--- src/hdl/cordic_pkg.sv ---
// Types, constants and the arctangent table of the CORDIC pipeline.
package cordic_pkg;

  // Datapath widths
  localparam int XY_W   = 20;   // x and y words, 16-bit input plus growth
  localparam int IN_W   = 16;   // x_in and y_in
  localparam int ANG_W  = 22;   // angle accumulator
  localparam int AIN_W  = 21;   // angle_in
  localparam int RES_W  = 22;   // result
  localparam int FRAC_W = 12;   // Q.12 fraction
  localparam int GAIN_W = 13;   // signed width of the gain constant
  localparam int PROD_W = XY_W + GAIN_W;
  localparam int TAB_W  = 4;    // table index
  localparam int TAB_LEN = 16;  // entries in the arctangent table
  localparam logic signed [GAIN_W-1:0] GAIN_Q12 = 13'sd2487;

  // Command codes
  typedef enum logic [1:0] {
    CMD_ROTATE = 2'd0,
    CMD_ATAN   = 2'd1,
    CMD_SIN    = 2'd2,
    CMD_COS    = 2'd3
  } cmd_e;

  // One word travelling down the pipeline
  typedef struct packed {
    cmd_e                    cmd;
    logic signed [XY_W-1:0]  x;
    logic signed [XY_W-1:0]  y;
    logic signed [ANG_W-1:0] ang;
  } cordic_word_t;

  // atan(2^-i) in degrees, Q.12
  function automatic logic signed [ANG_W-1:0] atan_q12(input logic [TAB_W-1:0] idx);
    logic signed [ANG_W-1:0] val;
    unique case (idx)
      4'd0:    val = 22'sd184320;
      4'd1:    val = 22'sd108810;
      4'd2:    val = 22'sd57492;
      4'd3:    val = 22'sd29184;
      4'd4:    val = 22'sd14648;
      4'd5:    val = 22'sd7331;
      4'd6:    val = 22'sd3666;
      4'd7:    val = 22'sd1833;
      4'd8:    val = 22'sd916;
      4'd9:    val = 22'sd458;
      4'd10:   val = 22'sd229;
      4'd11:   val = 22'sd114;
      4'd12:   val = 22'sd57;
      4'd13:   val = 22'sd28;
      4'd14:   val = 22'sd14;
      default: val = 22'sd7;
    endcase
    return val;
  endfunction

endpackage

--- src/hdl/cordic_stage.sv ---
// One registered CORDIC micro-rotation with a fixed shift.
module cordic_stage #(
  parameter int STAGE = 0
) (
  input  logic                     clk_i,
  input  logic                     rst_ni,
  input  logic                     in_valid_i,
  output logic                     in_stall_o,
  input  cordic_pkg::cordic_word_t in_word_i,
  output logic                     out_valid_o,
  input  logic                     out_stall_i,
  output cordic_pkg::cordic_word_t out_word_o
);

  logic                                valid_q;
  cordic_pkg::cordic_word_t            word_q, word_d;
  logic                                rot_pos;
  logic signed [cordic_pkg::XY_W-1:0]  xs, ys;
  logic signed [cordic_pkg::ANG_W-1:0] step_ang;

  // hold only when this stage has a word the next one refuses
  assign in_stall_o = valid_q && out_stall_i;

  // direction and one add/sub step
  always_comb begin
    if (in_word_i.cmd == cordic_pkg::CMD_ATAN) begin
      rot_pos = in_word_i.y[cordic_pkg::XY_W-1];
    end else begin
      rot_pos = !in_word_i.ang[cordic_pkg::ANG_W-1] && (in_word_i.ang != '0);
    end
    xs       = $signed(in_word_i.x) >>> STAGE;
    ys       = $signed(in_word_i.y) >>> STAGE;
    step_ang = cordic_pkg::atan_q12(cordic_pkg::TAB_W'(STAGE));
    word_d.cmd = in_word_i.cmd;
    if (rot_pos) begin
      word_d.x   = in_word_i.x - ys;
      word_d.y   = in_word_i.y + xs;
      word_d.ang = in_word_i.ang - step_ang;
    end else begin
      word_d.x   = in_word_i.x + ys;
      word_d.y   = in_word_i.y - xs;
      word_d.ang = in_word_i.ang + step_ang;
    end
  end

  // valid bit
  always_ff @(posedge clk_i or negedge rst_ni) begin
    if (!rst_ni) begin
      valid_q <= 1'b0;
    end else if (!in_stall_o) begin
      valid_q <= in_valid_i;
    end
  end

  // payload
  always_ff @(posedge clk_i) begin
    if (!in_stall_o && in_valid_i) begin
      word_q <= word_d;
    end
  end

  assign out_valid_o = valid_q;
  assign out_word_o  = word_q;

endmodule

--- src/hdl/cordic_scale.sv ---
// Output stage: gain multiply for sine/cosine, angle select, result register.
module cordic_scale (
  input  logic                                clk_i,
  input  logic                                rst_ni,
  input  logic                                in_valid_i,
  output logic                                in_stall_o,
  input  cordic_pkg::cordic_word_t            in_word_i,
  output logic                                out_valid_o,
  input  logic                                out_stall_i,
  output logic signed [cordic_pkg::RES_W-1:0] result_o
);

  logic                                 valid_q;
  logic signed [cordic_pkg::RES_W-1:0]  result_q, result_d;
  logic signed [cordic_pkg::XY_W-1:0]   sel;
  logic signed [cordic_pkg::PROD_W-1:0] prod;
  logic signed [cordic_pkg::PROD_W-1:0] prod_sh;

  assign in_stall_o = valid_q && out_stall_i;

  // scale y or x by the gain, floor via arithmetic shift
  always_comb begin
    sel     = (in_word_i.cmd == cordic_pkg::CMD_SIN) ? in_word_i.y : in_word_i.x;
    prod    = cordic_pkg::PROD_W'(sel) * cordic_pkg::PROD_W'(cordic_pkg::GAIN_Q12);
    prod_sh = prod >>> cordic_pkg::FRAC_W;
    unique case (in_word_i.cmd)
      cordic_pkg::CMD_SIN,
      cordic_pkg::CMD_COS:    result_d = prod_sh[cordic_pkg::RES_W-1:0];
      cordic_pkg::CMD_ROTATE,
      cordic_pkg::CMD_ATAN:   result_d = in_word_i.ang;
      default:                result_d = in_word_i.ang;
    endcase
  end

  always_ff @(posedge clk_i or negedge rst_ni) begin
    if (!rst_ni) begin
      valid_q <= 1'b0;
    end else if (!in_stall_o) begin
      valid_q <= in_valid_i;
    end
  end

  always_ff @(posedge clk_i) begin
    if (!in_stall_o && in_valid_i) begin
      result_q <= result_d;
    end
  end

  assign out_valid_o = valid_q;
  assign result_o    = result_q;

endmodule

--- src/hdl/cordic_sin_cos_arctan_unit.sv ---
// Top level: pipelined circular CORDIC for sine, cosine, arctangent and rotation.
// The unit takes one word per cycle unless in_stall_o holds it back. It has one
// register stage per CORDIC iteration (a shift-add on x and y and a table add on
// the angle), N stages where N is ITERATIONS limited to the 16 table entries,
// then one stage for the 2487/4096 gain multiply and result select. A stall on
// the output holds only stages that carry a word; empty stages still fill, so the
// pipeline also absorbs words while the output waits.
module cordic_sin_cos_arctan_unit #(
  parameter int ITERATIONS = 16
) (
  input  logic                                clk_i,
  input  logic                                rst_ni,
  input  logic                                in_valid_i,
  output logic                                in_stall_o,
  input  logic [1:0]                          cmd_i,
  input  logic signed [cordic_pkg::IN_W-1:0]  x_in_i,
  input  logic signed [cordic_pkg::IN_W-1:0]  y_in_i,
  input  logic signed [cordic_pkg::AIN_W-1:0] angle_in_i,
  output logic                                out_valid_o,
  input  logic                                out_stall_i,
  output logic signed [cordic_pkg::RES_W-1:0] result_o
);

  // iteration count limited to the table
  localparam int N_STAGES = (ITERATIONS > cordic_pkg::TAB_LEN) ? cordic_pkg::TAB_LEN
                                                                : ITERATIONS;

  cordic_pkg::cordic_word_t word  [N_STAGES+1];
  logic                     valid [N_STAGES+1];
  logic                     stall [N_STAGES+1];

  // widen the input word
  assign word[0].cmd = cordic_pkg::cmd_e'(cmd_i);
  assign word[0].x   = cordic_pkg::XY_W'(x_in_i);
  assign word[0].y   = cordic_pkg::XY_W'(y_in_i);
  assign word[0].ang = cordic_pkg::ANG_W'(angle_in_i);
  assign valid[0]    = in_valid_i;
  assign in_stall_o  = stall[0];

  // one stage per iteration
  for (genvar g = 0; g < N_STAGES; g++) begin : g_stage
    cordic_stage #(
      .STAGE (g)
    ) u_stage (
      .clk_i       (clk_i),
      .rst_ni      (rst_ni),
      .in_valid_i  (valid[g]),
      .in_stall_o  (stall[g]),
      .in_word_i   (word[g]),
      .out_valid_o (valid[g+1]),
      .out_stall_i (stall[g+1]),
      .out_word_o  (word[g+1])
    );
  end

  // gain and result select
  cordic_scale u_scale (
    .clk_i       (clk_i),
    .rst_ni      (rst_ni),
    .in_valid_i  (valid[N_STAGES]),
    .in_stall_o  (stall[N_STAGES]),
    .in_word_i   (word[N_STAGES]),
    .out_valid_o (out_valid_o),
    .out_stall_i (out_stall_i),
    .result_o    (result_o)
  );

endmodule

--- config.mk ---
export PLATFORM = sky130hd
export DESIGN_NAME = cordic_sin_cos_arctan_unit
export DESIGN_NICKNAME = d
export VERILOG_FILES = /design/src/hdl/cordic_pkg.sv /design/src/hdl/cordic_stage.sv /design/src/hdl/cordic_scale.sv /design/src/hdl/cordic_sin_cos_arctan_unit.sv
export SDC_FILE = /design/constraint.sdc
export NUM_CORES = 2
export LEC_CHECK = 0
export ABC_AREA = 1
export BUFFER_PORTS_ARGS = -buffer_cell sky130_fd_sc_hd__buf_2
export CAP_MARGIN = 10
export CELL_PAD_IN_SITES_DETAIL_PLACEMENT = 0
export CELL_PAD_IN_SITES_GLOBAL_PLACEMENT = 1
export CORE_ASPECT_RATIO = 0.75
export CORE_UTILIZATION = 40
export CTS_CLUSTER_DIAMETER = 30
export CTS_CLUSTER_SIZE = 24
export DETAILED_ROUTE_END_ITERATION = 6
export GPL_TIMING_DRIVEN = 0
export PLACE_DENSITY = 0.74
export REMOVE_ABC_BUFFERS = 1
export SETUP_SLACK_MARGIN = 0.5
export SKIP_LAST_GASP = 1
export SLEW_MARGIN = 20
export SYNTH_ARGS = -nofsm -noshare
export SYNTH_HDL_FRONTEND = slang
export SYNTH_SLANG_ARGS = --single-unit
--- constraint.sdc ---
create_clock -name clk_i -period 7.4 [get_ports clk_i]
set_input_delay 1.48 -clock clk_i [delete_from_list [all_inputs] [get_ports clk_i]]
set_output_delay 1.48 -clock clk_i [all_outputs]
set_load 0.01 [all_outputs]
After elaboration in Yosys (flattened, before gate mapping) --
Index checks and enable logic that the tools add are counted.
Storage, ports and cells: register bits 1063, input port bits 59, output and inout bits 24, word-level logic and storage cells 333
Operators by class: $add $sub $neg 95, multiply operators 1, equal/unequal tests 19, multiplexer cells 34, reductions and logical operators 102
Operators by type and width (count):
- 2-to-1 mux 62 bit | 16
- nonzero test 22 bit | 16
- logical AND 1 bit | 50
- one-hot mux 22 bit (2 select lines) | 1
- adder 20 x 10 -> 20 bit | 2
- adder 20 x 11 -> 20 bit | 2
- adder 20 x 12 -> 20 bit | 2
- adder 20 x 13 -> 20 bit | 2
- adder 20 x 14 -> 20 bit | 2
- adder 20 x 15 -> 20 bit | 2
- adder 20 x 16 -> 20 bit | 2
- adder 20 x 17 -> 20 bit | 2
- adder 20 x 18 -> 20 bit | 2
- adder 20 x 19 -> 20 bit | 2
- adder 20 x 5 -> 20 bit | 2
- adder 20 x 6 -> 20 bit | 2
- adder 20 x 7 -> 20 bit | 2
- adder 20 x 8 -> 20 bit | 2
- adder 20 x 9 -> 20 bit | 2
- subtractor 20 x 10 -> 20 bit | 2
- subtractor 20 x 11 -> 20 bit | 2
- subtractor 20 x 12 -> 20 bit | 2
- subtractor 20 x 13 -> 20 bit | 2
- subtractor 20 x 14 -> 20 bit | 2
- 52 further kinds | 128

Depth between registers and ports, before layout --
depth after elaboration 19, depth in mapped cells 28, depth with buffers taken out 27

Hierarchy --
A second synthesis with hierarchy kept.
Second synthesis, totals: cell total of the unflattened synthesis 13347, area total of the unflattened synthesis 101363.5 um2
Modules (own cells, without submodules):
- cordic_scale | instances 1, cells each 876, area an instance 6785.3 um2, sequential area each 685.7 um2
- cordic_stage at g_stage[0].u_stage | instances 1, cells each 907, area an instance 6322.3 um2, sequential area each 1916.8 um2
- cordic_stage at g_stage[1].u_stage | instances 1, cells each 845, area an instance 6252.2 um2, sequential area each 1946.9 um2
- cordic_stage at g_stage[2].u_stage | instances 1, cells each 841, area an instance 6208.5 um2, sequential area each 1946.9 um2
- cordic_stage at g_stage[5].u_stage | instances 1, cells each 831, area an instance 6130.9 um2, sequential area each 1946.9 um2
- cordic_stage at g_stage[7].u_stage | instances 1, cells each 786, area an instance 5950.7 um2, sequential area each 1946.9 um2
- cordic_stage at g_stage[10].u_stage | instances 1, cells each 780, area an instance 5901.9 um2, sequential area each 1946.9 um2
- cordic_stage at g_stage[6].u_stage | instances 1, cells each 778, area an instance 5900.7 um2, sequential area each 1946.9 um2
- cordic_stage at g_stage[4].u_stage | instances 1, cells each 760, area an instance 5801.8 um2, sequential area each 1946.9 um2
- cordic_stage at g_stage[11].u_stage | instances 1, cells each 756, area an instance 5800.6 um2, sequential area each 1946.9 um2
- cordic_stage at g_stage[8].u_stage | instances 1, cells each 760, area an instance 5783.0 um2, sequential area each 1946.9 um2
- cordic_stage at g_stage[9].u_stage | instances 1, cells each 757, area an instance 5779.3 um2, sequential area each 1946.9 um2
- cordic_stage at g_stage[13].u_stage | instances 1, cells each 750, area an instance 5773.0 um2, sequential area each 1946.9 um2
- cordic_stage at g_stage[12].u_stage | instances 1, cells each 746, area an instance 5763.0 um2, sequential area each 1946.9 um2
- 3 more rows

Worst setup path after synthesis --
OpenSTA, ideal clock, no wires.
kind input -> register, start in out_stall_i, end reg g_stage[1].u_stage.word_q, in the netlist g_stage[1].u_stage.out_word_o[0] (enable), setup time 524 ps, arrival time 5210 ps, required time 6876 ps, slack 1666 ps, stages on the path 9, cell sequence nand2_1 -> nor2_2 -> nand4_2 -> nor2_4 -> nand4_1 -> nor2_2 -> nand4_2 -> nor2_4 -> a31oi_1
Between the ends: cells in the longest elaborated chain, start to end 18
RTL lines:
- start, declared | line cordic_sin_cos_arctan_unit.sv:20 | input logic out_stall_i,
- logical AND 1 bit | line cordic_scale.sv:19 | assign in_stall_o = valid_q && out_stall_i;
- logical AND 1 bit (15 in series) | line cordic_stage.sv:22 | assign in_stall_o = valid_q && out_stall_i;
- logical NOT 1 bit
- logical AND 1 bit | line cordic_stage.sv:57 | if (!in_stall_o && in_valid_i) begin
- end signal, assigned | line cordic_stage.sv:58 | word_q <= word_d;
- end, declared | line cordic_stage.sv:16 | cordic_pkg::cordic_word_t word_q, word_d;
Every way passes these cells. A chain may end at the register's enable or synchronous reset.

Final worst setup path --
start reg g_stage[15].u_stage.word_q, in the netlist g_stage[15].u_stage.out_word_o[63], end reg u_scale.result_q, in the netlist u_scale.result_o[20] (data pin)
Between the ends: cells in the longest elaborated chain, start to end 4
RTL lines:
- start, declared | line cordic_stage.sv:16
- start signal, assigned | line cordic_stage.sv:58
- == test 2 bit | line cordic_scale.sv:23, cordic_scale.sv:26
- 2-to-1 mux 20 bit | line cordic_scale.sv:23 | sel = (in_word_i.cmd == cordic_pkg::CMD_SIN) ? in_word_i.y : in_word_i.x;
- multiplier 20 x 13 -> 33 bit | line cordic_scale.sv:24 | prod = cordic_pkg::PROD_W'(sel) * cordic_pkg::PROD_W'(cordic_pkg::GAIN_Q12);
- one-hot mux 22 bit (2 select lines) (*) | line cordic_scale.sv:26 | unique case (in_word_i.cmd)
- via u_scale.result_d, one bit | line cordic_scale.sv:14 | logic signed [cordic_pkg::RES_W-1:0] result_q, result_d;
- end signal, assigned | line cordic_scale.sv:45 | result_q <= result_d;
- end, declared | line cordic_scale.sv:14
The timed path passes the listed nets; every way through them passes the cells marked *.

==> flow_metrics.env <==
export IMPL_run_status="finished, violations left"
export IMPL_violations="DRC"
export IMPL_cts_buffers=227
export IMPL_synth_ff_type="edfxtp_1"
export IMPL_initial_core_util=0.402
export IMPL_maxCapViolCount=0
export IMPL_relSlewSlack=0.355
export IMPL_row_count=152
export IMPL_critPathCaptureType="register"
export IMPL_hold_class="reg -> reg"
export IMPL_setup_violations_final=0
export IMPL_rsz0062_at_grt="false"
export IMPL_grt_antenna_before_repair=8
export IMPL_path_clk_slew_ns=0.05
export IMPL_synth_mux_area_frac=0
export IMPL_coreArea_um2=229000
export IMPL_routabilityCongestion=0.926
export IMPL_maxSlewViolCount=0
export IMPL_worst_slew_pin_slew_ns=0.966
export IMPL_via_count=77500
export IMPL_synth_xor_area_frac=0.109
export IMPL_tns_ns=0
export IMPL_drc=25
export IMPL_skew_ns=0.102
export IMPL_ys_seq_area_frac=0.344
export IMPL_clock_latency_ns=0.89
export IMPL_overflow=0
export IMPL_instances_no_fill=14500
export IMPL_path_class="reg -> reg"
export IMPL_finalCriticalPeriod_ns=6.31
export IMPL_final_cell_mix="2,095 x nand2_1, 1,242 x inv_1, 1,072 x ha_1"
export IMPL_ys_ff_latch=1056
export IMPL_critical_path_arrival_ns=6.90
export IMPL_io_buffers=82
export IMPL_synth_top_family_by_area="simple AND/OR/NAND/NOR gates"
export IMPL_clockBufferDepth=4
export IMPL_die_width_um=556
export IMPL_pin_count=83
export IMPL_grt_pass1_vias=72600
export IMPL_nFillCells=22300
export IMPL_cts_htree_levels=4
export IMPL_die_h_um=417
export IMPL_syn_area_um2=92100
export IMPL_viasPerCell=5.34
export IMPL_ctsHoldBuffers=0
export IMPL_synth_edf_count=1039
export IMPL_ant_nets=0
export IMPL_routed_wl_mm=271
export IMPL_timing_fmax_mhz=159
export IMPL_critical_path_max_fanout=24
export IMPL_clock_sinks=1056
export IMPL_layout_commonest_cell="nand2_1"
export IMPL_grt_first_pass_wirelength_mm=420
export IMPL_setup_slack_ns=1.09
export IMPL_die_area_um2=232000
export IMPL_avgSynthCellArea_um2=8.39
export IMPL_yosysWarnings=0
export IMPL_grt_max_degree=65
export IMPL_drive_gt1_frac=0.0495
export IMPL_finalHoldViolCount=0
export IMPL_layout_nets=12500
export IMPL_yosys_area_share_simple=0.187
export IMPL_crit_required_ns=7.99
export IMPL_hpwl_mm=222
export IMPL_routedWlPerCell_um=18.7
export IMPL_drt_pass1_iterations=7
export IMPL_post_place_ws_ns=-0.0586
export IMPL_synth_cell_types=58
export IMPL_synthArstFlopShare=0.0161
export IMPL_syn_to_final_growth_pct=13.5
export IMPL_root_buffer="clkbuf_16"
export IMPL_period_share=0.853
export IMPL_cts_tree="built"
export IMPL_dp_cells=14100
export IMPL_grtUsageTotal=0.230
export IMPL_synth_adder_area_share=0.174
export IMPL_dr_first_iter_drc_count=6590
export IMPL_synth_compound_area_frac=0.132
export IMPL_netlist_instances=11000
export IMPL_critPathLaunchType="register"
## flip-flops by register name, indices dropped and copies added (netlist names)
register / count
u_scale.result_o: 22
g_stage.u_stage.out_valid_o: 16
g_stage.u_stage.out_word_o: 1017
u_scale.out_valid_o: 1
## worst paths after layout
kind,start,end,slack [ns],cells after the start
worst max-delay path,g_stage[15].u_stage.out_word_o[63],u_scale.result_o[20],1.09,24
worst max register to register,g_stage[15].u_stage.out_word_o[63],u_scale.result_o[20],1.09,24
min in group asynchronous,rst_ni,g_stage[0].u_stage.out_valid_o,0.57,1
worst min register to register,g_stage[6].u_stage.out_word_o[62],g_stage[7].u_stage.out_word_o[62],0.43,0
worst min-delay path,g_stage[6].u_stage.out_word_o[62],g_stage[7].u_stage.out_word_o[62],0.43,0
max in group asynchronous,rst_ni,u_scale.out_valid_o,6.43,1
## synth_stat cells, types with 128 or more instances
library cell | number | share of area
nand2_1 | 2105 | 0.086
inv_1 | 1250 | 0.051
ha_1 | 1072 | 0.15
edfxtp_1 | 1039 | 0.34
a21oi_1 | 990 | 0.054
nor2_1 | 923 | 0.038
xor2_1 | 733 | 0.070
nand3_1 | 550 | 0.030
o21ai_0 | 472 | 0.026
xnor2_1 | 404 | 0.038
nor3_1 | 189 | 0.010
a21o_1 | 176 | 0.014
a31oi_1 | 135 | 0.0092
fa_1 | 130 | 0.028
nand4_1 | 128 | 0.0087
## cells by family (layout without fill, tap and decap cells)
| kind of cell | count (synthesis) | in the layout |
|---|---|---|
| xor+xnor | 1139 | 1139 |
| buf+inv | 1332 | 1785 |
| other cells | 0 | 3 |
| simple gates | 4095 | 4095 |
| fa+ha+maj | 1202 | 1202 |
| flops | 1056 | 1056 |
| compound gates | 2146 | 2146 |
## final cells by class
type,count,area [µm²],share of cell area
antenna,3,7.51,0.0000718
multi-input combinational,8582,55500,0.531
sequential,1056,31600,0.303
tap,3080,3850,0.0369
timing repair buffer,111,1100,0.0105
clock inverter,167,1860,0.0178
clock buffer,246,5770,0.0552
inverter,1261,4750,0.0455
## routing by layer
| metal | wire [µm] | global-route usage | up-vias |
|---|---|---|---|
| li1 | - | - | 38500 |
| met1 | 143000 | 0.370 | 36500 |
| met2 | 104000 | 0.314 | 2240 |
| met3 | 20400 | 0.0415 | 258 |
| met4 | 3900 | 0.0391 | 0 |
| met5 | 0 | 0 | - |
## stage by stage
step           instance area, µm²  hold slack [ns]   util
2_1_floorplan               91700            0.426      -
3_3_place_gp                96000            0.435  0.420
3_5_place_dp                96800            0.434  0.423
4_1_cts                    104000            0.434  0.457
5_1_grt                    104000            0.431  0.457
6_report                   105000            0.428  0.457
## what timing repair did
action	CTS	global route
pin swaps	0	0
endpoints found under the setup margin	13	11
resized for setup	2	1
setup buffers	1	1
## worst max-delay path, cell delays in order (launching register included)
cell and delay, ns:
edfxtp_1 0.46, inv_4 0.29, nor2_8 0.12, or2_2 0.32
o21ai_4 0.15, inv_1 0.39, ha_1 0.48, fa_1 0.57
fa_1 0.45, fa_1 0.56, inv_1 0.06, fa_1 0.53
inv_1 0.04, ha_1 0.43, nand2_1 0.14, nor2_1 0.19
nand2_1 0.08, nand2_1 0.06, inv_1 0.06, nor3_1 0.15
a21oi_1 0.08, nand2_1 0.09, nand2_1 0.04, nand3_1 0.11
nand2_1 0.16
Power is not shown: default switching activity piles up to over one toggle a cycle in this logic, so the estimate is an artifact.
